<file path="src/rtl/core/kdeq_pkg.sv">
`timescale 1ns / 1ps

package kdeq_pkg;

   localparam int KEY_COUNT  = 5;
   localparam int PIN_COUNT  = 8;
   localparam int PIN_SEL_W  = 4;
   localparam int EVENT_W    = 3;
   localparam int TIME_W     = 32;
   localparam int LOCKOUT_W  = 16;
   localparam int CSR_ADDR_W = 3;
   localparam int CSR_DATA_W = 16;
   localparam int OPCODE_W   = 2;
   localparam int REQ_DATA_W = PIN_COUNT + TIME_W;

   localparam logic [EVENT_W-1:0] EVENT_NONE = '0;

   typedef enum logic [OPCODE_W-1:0] {
      OP_SAMPLE = 2'd0,
      OP_READ   = 2'd1,
      OP_FLUSH  = 2'd2
   } op_type;

   localparam logic [CSR_ADDR_W-1:0] CSR_UP_PIN    = 3'd0;
   localparam logic [CSR_ADDR_W-1:0] CSR_DOWN_PIN  = 3'd1;
   localparam logic [CSR_ADDR_W-1:0] CSR_LEFT_PIN  = 3'd2;
   localparam logic [CSR_ADDR_W-1:0] CSR_RIGHT_PIN = 3'd3;
   localparam logic [CSR_ADDR_W-1:0] CSR_ENTER_PIN = 3'd4;
   localparam logic [CSR_ADDR_W-1:0] CSR_LOCKOUT   = 3'd5;
   localparam logic [CSR_ADDR_W-1:0] CSR_REPORT_EN = 3'd6;

   typedef struct packed {
      logic [KEY_COUNT-1:0][PIN_SEL_W-1:0] pin;
      logic [LOCKOUT_W-1:0]                lockout;
      logic                                report_en;
   } cfg_type;

   typedef struct packed {
      logic                 push;
      logic                 pop;
      logic                 flush;
      logic [KEY_COUNT-1:0] press;
   } queue_cmd_type;

endpackage

</file>
<file path="src/rtl/core/kdeq_ram.sv">
`timescale 1ns / 1ps

module kdeq_ram #(
   parameter int WIDTH = 5,
   parameter int DEPTH = 8,
   localparam int AW = (DEPTH > 1) ? $clog2(DEPTH) : 1
) (
   input  logic             clock,
   input  logic             we,
   input  logic [AW-1:0]    waddr,
   input  logic [WIDTH-1:0] wdata,
   input  logic [AW-1:0]    raddr,
   output logic [WIDTH-1:0] rdata
);

   logic [WIDTH-1:0] mem_ff [DEPTH];
   logic [WIDTH-1:0] rdata_ff;

   always_ff @(posedge clock) begin
      if (we) begin
         mem_ff[waddr] <= wdata;
      end
      rdata_ff <= mem_ff[raddr];
   end

   assign rdata = rdata_ff;

endmodule

</file>
<file path="src/rtl/core/kdeq_keys.sv">
`timescale 1ns / 1ps

module kdeq_keys
   import kdeq_pkg::*;
(
   input  logic                 clock,
   input  logic                 reset,
   input  logic                 sample_en,
   input  logic [PIN_COUNT-1:0] pins,
   input  logic [TIME_W-1:0]    now_ms,
   input  cfg_type              cfg,
   output logic [KEY_COUNT-1:0] press
);

   logic [TIME_W-1:0]    time_ff  [KEY_COUNT];
   logic [TIME_W-1:0]    time_in  [KEY_COUNT];
   logic [KEY_COUNT-1:0] level_ff;
   logic [KEY_COUNT-1:0] level_in;
   logic [KEY_COUNT-1:0] change;
   logic [KEY_COUNT-1:0] level_now;

   always_comb begin
      logic [TIME_W-1:0] elapsed;
      logic              locked;
      elapsed = '0;
      locked  = 1'b0;
      for (int k = 0; k < KEY_COUNT; k++) begin
         level_now[k] = pins[cfg.pin[k][PIN_SEL_W-2:0]];
         elapsed      = now_ms - time_ff[k];
         locked       = (elapsed <= TIME_W'(cfg.lockout));
         change[k]    = !cfg.pin[k][PIN_SEL_W-1] && !locked && (level_now[k] != level_ff[k]);
         press[k]     = sample_en && change[k] && !level_now[k] && cfg.report_en;
         time_in[k]   = (sample_en && change[k]) ? now_ms : time_ff[k];
         level_in[k]  = (sample_en && change[k]) ? level_now[k] : level_ff[k];
      end
   end

   always_ff @(posedge clock) begin
      if (reset) begin
         for (int k = 0; k < KEY_COUNT; k++) begin
            time_ff[k] <= '0;
         end
         level_ff <= '1;
      end else begin
         for (int k = 0; k < KEY_COUNT; k++) begin
            time_ff[k] <= time_in[k];
         end
         level_ff <= level_in;
      end
   end

endmodule

</file>
<file path="src/rtl/core/kdeq_queue.sv">
`timescale 1ns / 1ps

module kdeq_queue
   import kdeq_pkg::*;
#(
   parameter int QUEUE_DEPTH = 8,
   localparam int COUNT_W = $clog2(QUEUE_DEPTH + 1),
   localparam int AW = (QUEUE_DEPTH > 1) ? $clog2(QUEUE_DEPTH) : 1
) (
   input  logic               clock,
   input  logic               reset,
   input  queue_cmd_type      cmd,
   output logic [EVENT_W-1:0] key_event,
   output logic [COUNT_W-1:0] fill_next
);

   logic [COUNT_W-1:0]   fill_ff, fill_in;
   logic [COUNT_W-1:0]   mem_cnt_ff, mem_cnt_in;
   logic [KEY_COUNT-1:0] head_ff, head_in;
   logic [AW-1:0]        rd_ptr_ff, rd_ptr_in;
   logic [AW-1:0]        wr_ptr_ff, wr_ptr_in;
   logic                 byp_ff, byp_in;
   logic [KEY_COUNT-1:0] byp_data_ff;
   logic                 ram_we;
   logic [KEY_COUNT-1:0] ram_rdata;
   logic [KEY_COUNT-1:0] next_entry;
   logic [KEY_COUNT-1:0] kept;
   logic [COUNT_W-1:0]   kept_cnt;
   logic [KEY_COUNT-1:0] low_bit;
   logic [EVENT_W-1:0]   low_idx;

   function automatic logic [AW-1:0] ptr_next(input logic [AW-1:0] ptr);
      ptr_next = (ptr == AW'(QUEUE_DEPTH - 1)) ? '0 : ptr + AW'(1);
   endfunction

   kdeq_ram #(
      .WIDTH(KEY_COUNT),
      .DEPTH(QUEUE_DEPTH)
   ) u_ram (
      .clock(clock),
      .we   (ram_we),
      .waddr(wr_ptr_ff),
      .wdata(kept),
      .raddr(rd_ptr_in),
      .rdata(ram_rdata)
   );

   assign next_entry = byp_ff ? byp_data_ff : ram_rdata;

   // keep presses in key order until the queue is full
   always_comb begin
      logic [COUNT_W-1:0] space;
      space    = COUNT_W'(QUEUE_DEPTH) - fill_ff;
      kept     = '0;
      kept_cnt = '0;
      for (int k = 0; k < KEY_COUNT; k++) begin
         if (cmd.press[k] && (kept_cnt < space)) begin
            kept[k]  = 1'b1;
            kept_cnt = kept_cnt + COUNT_W'(1);
         end
      end
   end

   always_comb begin
      low_idx = '0;
      low_bit = '0;
      for (int k = KEY_COUNT - 1; k >= 0; k--) begin
         if (head_ff[k]) begin
            low_idx = EVENT_W'(k);
         end
      end
      low_bit[low_idx] = 1'b1;
   end

   always_comb begin
      fill_in    = fill_ff;
      mem_cnt_in = mem_cnt_ff;
      head_in    = head_ff;
      rd_ptr_in  = rd_ptr_ff;
      wr_ptr_in  = wr_ptr_ff;
      ram_we     = 1'b0;
      key_event  = EVENT_NONE;
      if (cmd.flush) begin
         fill_in    = '0;
         mem_cnt_in = '0;
         head_in    = '0;
         rd_ptr_in  = '0;
         wr_ptr_in  = '0;
      end else if (cmd.pop) begin
         if (fill_ff != '0) begin
            key_event = low_idx + EVENT_W'(1);
            fill_in   = fill_ff - COUNT_W'(1);
            head_in   = head_ff & ~low_bit;
            if (head_in == '0 && mem_cnt_ff != '0) begin
               head_in    = next_entry;
               rd_ptr_in  = ptr_next(rd_ptr_ff);
               mem_cnt_in = mem_cnt_ff - COUNT_W'(1);
            end
         end
      end else if (cmd.push) begin
         if (kept != '0) begin
            fill_in = fill_ff + kept_cnt;
            if (fill_ff == '0) begin
               head_in = kept;
            end else begin
               ram_we     = 1'b1;
               wr_ptr_in  = ptr_next(wr_ptr_ff);
               mem_cnt_in = mem_cnt_ff + COUNT_W'(1);
            end
         end
      end
      byp_in = ram_we && (wr_ptr_ff == rd_ptr_in);
   end

   assign fill_next = fill_in;

   always_ff @(posedge clock) begin
      if (reset) begin
         fill_ff    <= '0;
         mem_cnt_ff <= '0;
         head_ff    <= '0;
         rd_ptr_ff  <= '0;
         wr_ptr_ff  <= '0;
         byp_ff     <= 1'b0;
      end else begin
         fill_ff    <= fill_in;
         mem_cnt_ff <= mem_cnt_in;
         head_ff    <= head_in;
         rd_ptr_ff  <= rd_ptr_in;
         wr_ptr_ff  <= wr_ptr_in;
         byp_ff     <= byp_in;
      end
      byp_data_ff <= kept;
   end

endmodule

</file>
<file path="src/rtl/core/keypad_debounce_event_queue_core.sv">
`timescale 1ns / 1ps
// Keypad debounce with a key press event queue.
// req channel: one operation per transfer, kind in req_tuser (sample, read, flush).
//   A sample compares the five key pins against their stored levels; a key that
//   changes outside its lockout window takes the new level and time, and a press
//   becomes an event when reporting is on and the queue has room.
//   A read pops the oldest event; a flush empties the queue.
// rsp channel: exactly one result per request: popped event and queue fill.
// csr port: the user must write registers only while no request is outstanding;
//   unenforced by the block. The registered result shows in the cycle after the
//   transfer. One request per cycle unless stalled; key checks and queue update
//   finish in the transfer cycle; queue entries (one press mask per sample) sit in
//   RAM whose registered read prefetch and bypass keep ahead of the head register.
// Reset: keys released with change time zero, queue empty, registers to defaults.
// Stall: while rsp_tready is low a result holds and req_tready falls; it rises
//   again in the cycle the waiting result transfers.
module keypad_debounce_event_queue_core
   import kdeq_pkg::*;
#(
   parameter int QUEUE_DEPTH = 8,
   localparam int COUNT_W = $clog2(QUEUE_DEPTH + 1),
   localparam int RSP_W = ((EVENT_W + COUNT_W + 7) / 8) * 8
) (
   input  logic                  clock,
   input  logic                  reset,
   input  logic                  req_tvalid,
   output logic                  req_tready,
   input  logic [REQ_DATA_W-1:0] req_tdata,  // port_pins, now_ms
   input  logic [OPCODE_W-1:0]   req_tuser,  // opcode
   output logic                  rsp_tvalid,
   input  logic                  rsp_tready,
   output logic [RSP_W-1:0]      rsp_tdata,  // key_event, queued_count
   input  logic                  csr_we,
   input  logic [CSR_ADDR_W-1:0] csr_addr,
   input  logic [CSR_DATA_W-1:0] csr_wdata
);

   cfg_type            cfg_ff, cfg_in;
   logic               rsp_valid_ff, rsp_valid_in;
   logic [RSP_W-1:0]   rsp_data_ff, rsp_data_in;
   logic               accept;
   queue_cmd_type      cmd;
   logic               sample_en;
   logic [KEY_COUNT-1:0] press;
   logic [EVENT_W-1:0] key_event;
   logic [COUNT_W-1:0] fill_next;

   always_comb begin
      cfg_in = cfg_ff;
      if (csr_we) begin
         unique case (csr_addr)
            CSR_UP_PIN:    cfg_in.pin[0]    = csr_wdata[PIN_SEL_W-1:0];
            CSR_DOWN_PIN:  cfg_in.pin[1]    = csr_wdata[PIN_SEL_W-1:0];
            CSR_LEFT_PIN:  cfg_in.pin[2]    = csr_wdata[PIN_SEL_W-1:0];
            CSR_RIGHT_PIN: cfg_in.pin[3]    = csr_wdata[PIN_SEL_W-1:0];
            CSR_ENTER_PIN: cfg_in.pin[4]    = csr_wdata[PIN_SEL_W-1:0];
            CSR_LOCKOUT:   cfg_in.lockout   = csr_wdata[LOCKOUT_W-1:0];
            CSR_REPORT_EN: cfg_in.report_en = csr_wdata[0];
            default:       cfg_in           = cfg_ff;
         endcase
      end
   end

   assign req_tready = !rsp_valid_ff || rsp_tready;
   assign accept     = req_tvalid && req_tready;

   always_comb begin
      sample_en = 1'b0;
      cmd       = '0;
      if (accept) begin
         unique case (op_type'(req_tuser))
            OP_SAMPLE: begin
               sample_en = 1'b1;
               cmd.push  = 1'b1;
            end
            OP_READ:  cmd.pop   = 1'b1;
            OP_FLUSH: cmd.flush = 1'b1;
            default:  cmd       = '0;
         endcase
      end
      cmd.press = press;
   end

   kdeq_keys u_keys (
      .clock    (clock),
      .reset    (reset),
      .sample_en(sample_en),
      .pins     (req_tdata[PIN_COUNT-1:0]),
      .now_ms   (req_tdata[PIN_COUNT +: TIME_W]),
      .cfg      (cfg_ff),
      .press    (press)
   );

   kdeq_queue #(
      .QUEUE_DEPTH(QUEUE_DEPTH)
   ) u_queue (
      .clock    (clock),
      .reset    (reset),
      .cmd      (cmd),
      .key_event(key_event),
      .fill_next(fill_next)
   );

   assign rsp_valid_in = accept || (rsp_valid_ff && !rsp_tready);
   assign rsp_data_in  = accept ? RSP_W'({fill_next, key_event}) : rsp_data_ff;

   always_ff @(posedge clock) begin
      if (reset) begin
         rsp_valid_ff      <= 1'b0;
         cfg_ff.pin[0]     <= PIN_SEL_W'(0);
         cfg_ff.pin[1]     <= PIN_SEL_W'(1);
         cfg_ff.pin[2]     <= PIN_SEL_W'(2);
         cfg_ff.pin[3]     <= PIN_SEL_W'(3);
         cfg_ff.pin[4]     <= PIN_SEL_W'(4);
         cfg_ff.lockout    <= LOCKOUT_W'(20);
         cfg_ff.report_en  <= 1'b1;
      end else begin
         rsp_valid_ff <= rsp_valid_in;
         cfg_ff       <= cfg_in;
      end
      rsp_data_ff <= rsp_data_in;
   end

   assign rsp_tvalid = rsp_valid_ff;
   assign rsp_tdata  = rsp_data_ff;

endmodule

</file>
<file path="config.mk">
export PLATFORM = sky130hd
export DESIGN_NAME = keypad_debounce_event_queue_core
export DESIGN_NICKNAME = d
export VERILOG_FILES = /design/src/rtl/core/kdeq_pkg.sv /design/src/rtl/core/kdeq_ram.sv /design/src/rtl/core/kdeq_keys.sv /design/src/rtl/core/kdeq_queue.sv /design/src/rtl/core/keypad_debounce_event_queue_core.sv
export SDC_FILE = /design/constraint.sdc
export NUM_CORES = 1
export LEC_CHECK = 0
export ABC_AREA = 1
export CORE_MARGIN = 1.5
export CORE_UTILIZATION = 59
export DETAILED_ROUTE_END_ITERATION = 10
export DONT_BUFFER_PORTS = 1
export MAX_ROUTING_LAYER = met4
export PLACE_DENSITY_LB_ADDON = 0.1
export SLEW_MARGIN = 30
export SYNTH_ARGS = -nofsm -noshare
export SYNTH_HDL_FRONTEND = slang
export SYNTH_SLANG_ARGS = --single-unit
</file>
<file path="constraint.sdc">
create_clock -name clock -period 11 [get_ports clock]
set_input_delay 0.55 -clock clock [delete_from_list [all_inputs] [get_ports clock]]
set_output_delay 0.55 -clock clock [all_outputs]
set_load 0.03 [all_outputs]
</file>
==> results of run 1 <==
==> cells in the final DEF, fill, tap and decap left out, types with 4 or more instances in the layout <==
cell type  synthesis  routed
nor2_1           253     252
fa_1               7       7
o21ai_1            9       9
o22ai_1           10      10
clkinv_2           1       8
dfxtp_1          233     233
edfxtp_1          47      47
o21bai_1          12      12
o31ai_1            4       4
inv_1            512     512
nand3b_1          10      10
nor3_1            33      33
a31oi_1           21      21
a221oi_1           5       5
o21a_1            17      17
o211ai_1          15      15
nand2_1          562     560
clkbuf_1          48       4
inv_2              4       4
or2_2              4       4
xor2_1            83      83
o221ai_1           7       7
nand4_1           37      37
ha_1             257     257
a21oi_1          409     409
nand2_4            5       7
nand3_1          110     110
nand2_2           18      18
a21o_1            21      21
clkbuf_16          0      36
a211oi_1           4       4
o21ai_2            6       6
nor2_2             8       9
xnor2_1           46      46
nor4_1             7       7
o21ai_0          324     324
==> power by group <==
part | switching [W] | internal, W
sequential | 0.0000167 | 0.00108
clock | 0.000483 | 0.000696
combinational | 0.000527 | 0.000310
total | 0.00103 | 0.00208
==> cell usage after synthesis, types with 5 or more instances <==
cell	n	area, um2
o21a_1	17	127.6
nor4_1	7	43.79
o21ai_0	324	1622
nand2_2	18	112.6
xor2_1	83	727.0
o21ai_1	9	45.04
a31oi_1	21	131.4
o211ai_1	15	112.6
ha_1	257	3216
nand4_1	37	231.5
o221ai_1	7	61.31
o21bai_1	12	90.09
o21ai_2	6	52.55
o22ai_1	10	62.56
nor3_1	33	165.2
nor2_1	253	949.7
xnor2_1	46	402.9
nand3_1	110	550.5
edfxtp_1	47	1411
nor2_2	8	50.05
buf_2	13	65.06
clkbuf_1	48	180.2
nand2_1	562	2110
fa_1	7	140.1
dfxtp_1	233	4664
a21oi_1	409	2047
nand2_4	5	56.30
inv_1	512	1922
a21o_1	21	157.7
nand3b_1	10	75.07
a221oi_1	5	43.79
==> worst reg2reg max path: cells and delay by family, from the launching register on <==
| family | cells | cell delay [ns] |
|---|---|---|
| DFF | 1 | 0.30 |
| and+or+nand+nor | 19 | 2.55 |
| buffers and inverters | 5 | 0.51 |
| xor gates and xnor gates | 1 | 0.16 |
| adders and majority gates | 7 | 2.01 |
| AOI/OAI and AO/OA | 18 | 3.72 |
==> state kept, by name (all words and copies together), names as in the netlist <==
signal / flops
u_keys.time_ff: 160
u_queue.u_ram.mem_ff: 40
cfg_ff: 37
rsp_tdata: 7
u_keys.level_ff: 5
u_queue.byp_data_ff: 5
u_queue.head_ff: 5
u_queue.u_ram.rdata: 5
u_queue.fill_ff: 4
u_queue.mem_cnt_ff: 4
u_queue.rd_ptr_ff: 3
u_queue.wr_ptr_ff: 3
rsp_tvalid: 1
u_queue.byp_ff: 1
==> area by class of cell <==
type                    instances  area share
clock inverters                17    0.008889
inverters                     520     0.08270
well taps                     468     0.02476
multi-input cells            2344      0.5853
repair buffers                  3   0.0009524
clock buffers                  43     0.04048
flip-flops and latches        280      0.2569
==> worst paths after layout <==
path	start	to	slack, ns	cells past startpoint
worst max-delay path	u_keys.time_ff[0][34]	rsp_tdata[6]	1.51	50
worst min-delay path	reset	u_keys.time_ff[0][63]	0.05	1
worst max register to register	u_keys.time_ff[0][34]	rsp_tdata[6]	1.51	50
worst min register to register	u_keys.time_ff[0][140]	u_keys.time_ff[0][140]	0.46	2
==> cells by family after synthesis <==
kind of cell,synth area share
AO/OA/AOI/OAI,0.2169
XOR/XNOR,0.05112
adder cells (fa/ha/maj),0.1518
buffers and inverters,0.1006
flip-flops,0.2749
multiplexers,0.0004529
other,0.0001697
AND/OR/NAND/NOR,0.2040
==> layer usage <==
| layer | GRT usage | up-vias | wire [um] |
|---|---|---|---|
| met2 | 0.5847 | 672 | 30350 |
| met5 | - | - | 0 |
| met3 | 0.04432 | 141 | 4461 |
| met4 | 0.1464 | 0 | 2692 |
| li1 | - | 10630 | - |
| met1 | 0.4361 | 9889 | 28870 |
==> stage by stage <==
| stage | hold slack (ns) | area (um2) | total power [W] | util | worst slack [ns] |
|---|---|---|---|---|---|
| floorplan | 0.4296 | 22110 | 0.001749 | - | 2.645 |
| global placement | 0.4432 | 22460 | 0.001909 | 0.6105 | 1.575 |
| detailed placement | 0.4505 | 22460 | 0.001932 | 0.6105 | 1.157 |
| CTS | 0.02316 | 23630 | 0.003111 | 0.6422 | 1.593 |
| global route | 0.04209 | 23650 | 0.003270 | 0.6429 | 0.4662 |
| finish | 0.04661 | 23650 | 0.003109 | 0.6429 | 1.514 |
==> out/metrics.cfg, run 1 <==
[outcome]
outcome=complete, no violations

[clock_network]
clock_tree.htree_level_count=2
tritoncts.num_buffers=35
cts_resized=0
ctsLongestPathBuffers=3
cts.repair_timing.setup_buffer_count=0
postCtsHoldBufs=0
cts_sinks=280
cts_tree=built
worstSkewPairLatency_ns=0.57
clk_pin_slew_ns=0.06
cts.root.buffer_cell=clkbuf_16

[sta]
clock_skew_ns=0.02142
totalNegativeSetupSlack_ns=0
slew-limit-headroom=0.3674
final-hold-violation-count=0
grt_setup_unrepaired=false
setup_violations=0
post-route-min-period_ns=9.486
max_slew.worst_pin.slew_ns=0.9490
layout_worst_path_cycle_share=0.8624
final-max-slew-violation-count=0
achievable-frequency_mhz=105.4

[place]
place.detailed.instances=3615
place.gp.congestion=0.9817
detailed_place_hpwl_mm=50.70
place.port_buffers=0

[yosys]
synth_async_sr_flop_share=0
number_of_enable_type_register_cells_in_the_synthesized_netlist=47
avgSynthCellArea_um2=6.892
syn_inst=3207
synth_area_mm2=0.02210
ys_warn_count=0
seq_area_frac_synth=0.2749
yosys_register_bits=280
synthDistinctLibCells=61
postSynth.topFlopCell=dfxtp_1

[setup_path]
cp.arrival_ns=9.80
timing_worst_setup_path_type=flip-flop to flip-flop
worst-path-max-fanout=10
setup.worst_path.start_class=flip-flop
critical_path_buf_inv_count=5
cp_top_family=compound AO/OA/AOI/OAI gates
required_ns=11.31
max_stage_delay_ns=0.42
timing.critical_path.to_type=flip-flop
slowest_stage=a21boi_0

[worst_hold_path]
worst_hold_path_type=primary input to flip-flop

[drt]
drt_pre_antenna_iters=5
routed_wire_length_per_instance_um=18.06
routed_vias_inst=5.804
drt_iter0_markers=1434
detail_route.wirelength_mm=66.37
route.vias.total=21330
post-route-drc-count=0
ant_nets=0

[global_route]
grt_start_max_net_pins=105
grt.overflow.total=0
grt_first_pass_wirelength_mm=104.6
antenna_found_initial=1
number_of_global_route_vias_before_repair=20520
global_route_usage_over_all_layers=0.3533

[cells_and_area]
multi_input_comb_area_mm2=0.01384
antenna_cells=0
layout-drive-gt1-share=0.03773
syn2layout_area_growth_pct=6.991
nNetsFinal=3514
layout.cells.non_filler=3675
fillerInstances=3402
ff_latch_area_mm2=0.006076

[floorplan]
start_util=0.6009
floorplan.die_area_mm2=0.03863
floorplan.core_area_mm2=0.03679
floorplan.io_pins=76
rows=70
die_height_um=196.6
die_width_um=196.6

[pwr]
ir_worst_vdd_uv=135.8
power_per_cell_area_mw_per_mm2=131.5
static-leakage-power_nw=10.68

[run]
maxCapViolCount=0

Note: power is estimated with default switching activity, not from simulation.
==> run 2, diff against run 1 <==
- PLACE_DENSITY: not set -> 0.87
- PLACE_DENSITY_LB_ADDON: 0.1 -> not set
==> run 2 against run 1 <==
  * Via count fell by 1.8%
  * Cell count barely moved
  * Flip-flop and latch count is the same
  * Maximum frequency increased by 0.94%
==> out/metrics.cfg, run 2 (synthesis results as in run 1) <==
[setup_path]
timing.critical_path.to_type=flip-flop
max_stage_delay_ns=0.42
worst-path-max-fanout=10
regToRegStartpoint=u_keys.time_ff[0][32]
r2r.worst_path.cells=52
crit_top_cell=ha_1
timing_worst_setup_path_type=flip-flop to flip-flop
required_ns=11.28
cp_top_family=compound AO/OA/AOI/OAI gates
cp.arrival_ns=9.68
worstSetupPathDepth=52
setup.worst_path.start_class=flip-flop
reg_to_reg_endpoint=rsp_tdata[6]
slack_of_the_worst_reg_to_reg_path_ns=1.60
critical_path_buf_inv_count=5
slowest_stage=o21ai_0

[cells_and_area]
final_cell_area_mm2=0.02357
reg_top3=u_keys.time_ff x160, u_queue.u_ram.mem_ff x40, cfg_ff x37
final_util=0.6409
largest_reg_flops=160
register_containing_the_most_flip_flops_in_the_final_layout=u_keys.time_ff
mostFrequentLayoutCells=560 x nand2_1, 512 x inv_1, 409 x a21oi_1
syn2layout_area_growth_pct=6.657
layout_commonest_cell=nand2_1
fillerInstances=3315
layout-drive-gt1-share=0.03646
nNetsFinal=3517

[floorplan]
die_width_um=196.6
start_util=0.6009
floorplan.die_area_mm2=0.03863
floorplan.core_area_mm2=0.03679
die_height_um=196.6
floorplan.io_pins=76
rows=70

[clock_network]
worstSkewPairLatency_ns=0.54
clock_tree.htree_level_count=2
clk_pin_slew_ns=0.06
postCtsHoldBufs=0
cts.repair_timing.setup_buffer_count=0
cts_sinks=280
cts_resized=0
ctsLongestPathBuffers=3
cts.root.buffer_cell=clkbuf_16
tritoncts.num_buffers=35
cts_tree=built

[global_route]
grt_first_pass_wirelength_mm=93.94
grt.overflow.total=0
grt_start_max_net_pins=116
number_of_global_route_vias_before_repair=19530
global_route_usage_over_all_layers=0.3066
antenna_found_initial=1

[drt]
drt_iter0_markers=1459
post-route-drc-count=0
routed_wire_length_per_instance_um=15.63
route.vias.total=20950
routed_vias_inst=5.696
ant_nets=0
drt_pre_antenna_iters=5
detail_route.wirelength_mm=57.47

[sta]
post-route-min-period_ns=9.398
setup_violations=0
clock_skew_ns=0.01643
totalNegativeSetupSlack_ns=0
final-hold-violation-count=0
grt_setup_unrepaired=false
slew-limit-headroom=0.4147
final-max-slew-violation-count=0
max_slew.worst_pin.slew_ns=0.8755
layout_worst_path_cycle_share=0.8543
achievable-frequency_mhz=106.4

[place]
detailed_place_hpwl_mm=44.64
place.gp.congestion=1.025
placement_stage_cell_area_mm2=0.02247
place.port_buffers=0

[pwr]
power_share_of_the_combinational_group=0.271
power.internal_w=0.002029
p_sw_frac=0.3243
ir_worst_vdd_uv=112.8
static-leakage-power_nw=10.65
power_per_cell_area_mw_per_mm2=127.4
flop_pwr_share=0.364
clkPwrFrac=0.365
netSwitchingPower_w=0.0009741

[worst_hold_path]
holdPathStages=1
worst_hold_path_type=primary input to flip-flop
hold_end=u_keys.time_ff[0][63]
timing.hold.worst.start=reset

[outcome]
outcome=complete, no violations

[run]
maxCapViolCount=0

[run 2: metal layers]
metal | GRT usage | up-vias | wire (um)
li1 | - | 10640 | -
met1 | 0.3980 | 9471 | 25650
met2 | 0.4962 | 719 | 25810
met3 | 0.03850 | 115 | 4412
met4 | 0.09972 | 0 | 1595
met5 | - | - | 0
[run 2: worst reg2reg max path: cells and delay by family (launching register included)]
kind | cells | cell delay, ns
AOI/OAI and AO/OA | 17 | 3.15
xor gates and xnor gates | 1 | 0.18
adders and majority gates | 8 | 2.23
buffers and inverters | 5 | 0.49
DFF | 1 | 0.32
and+or+nand+nor | 21 | 2.76
[run 2: power groups by stage]
stage / sequential (W) / combinational (W) / clock [W]
after global routing: 0.00110 / 0.000927 / 0.00115
final: 0.00109 / 0.000815 / 0.00110
after floorplan: 0.00111 / 0.000640 / 0
after CTS: 0.00109 / 0.000802 / 0.00111
after global placement: 0.00111 / 0.000779 / 0
after detailed placement: 0.00111 / 0.000796 / 0
[run 2: layout make-up]
cell class	instances	area (um2)	area share
Antenna cell	1	2.502	0.0001062
Clock buffer	49	978.4	0.04151
Clock inverter	10	95.09	0.004034
Inverter	520	1956	0.08296
Multi-Input combinational cell	2344	13820	0.5864
Sequential cell	280	6076	0.2577
Tap cell	468	585.6	0.02484
Timing Repair Buffer	6	57.56	0.002441
[run 2: how the worst max path moves through the flow]
stage / startpoint / endpoint / slack, ns
detailed placement: req_tdata[8] / rsp_tdata[6] / 1.24
global placement: req_tdata[8] / rsp_tdata[6] / 1.50
floorplan: req_tdata[8] / rsp_tdata[6] / 2.65
CTS: u_keys.time_ff[0][34] / rsp_tdata[6] / 1.63
finish: u_keys.time_ff[0][32] / rsp_tdata[6] / 1.60
global route: u_keys.time_ff[0][0] / rsp_tdata[6] / 0.50
[run 2: stage by stage]
step                total power (W)  hold WS, ns  cells  setup WS, ns
finish                     0.003004      0.07950   3678         1.603
global route               0.003173      0.06398   3678        0.4989
CTS                        0.003005      0.05588   3676         1.633
detailed placement         0.001910       0.4509   3617         1.237
global placement           0.001892       0.4435   3617         1.505
floorplan                  0.001749       0.4296   3208         2.645
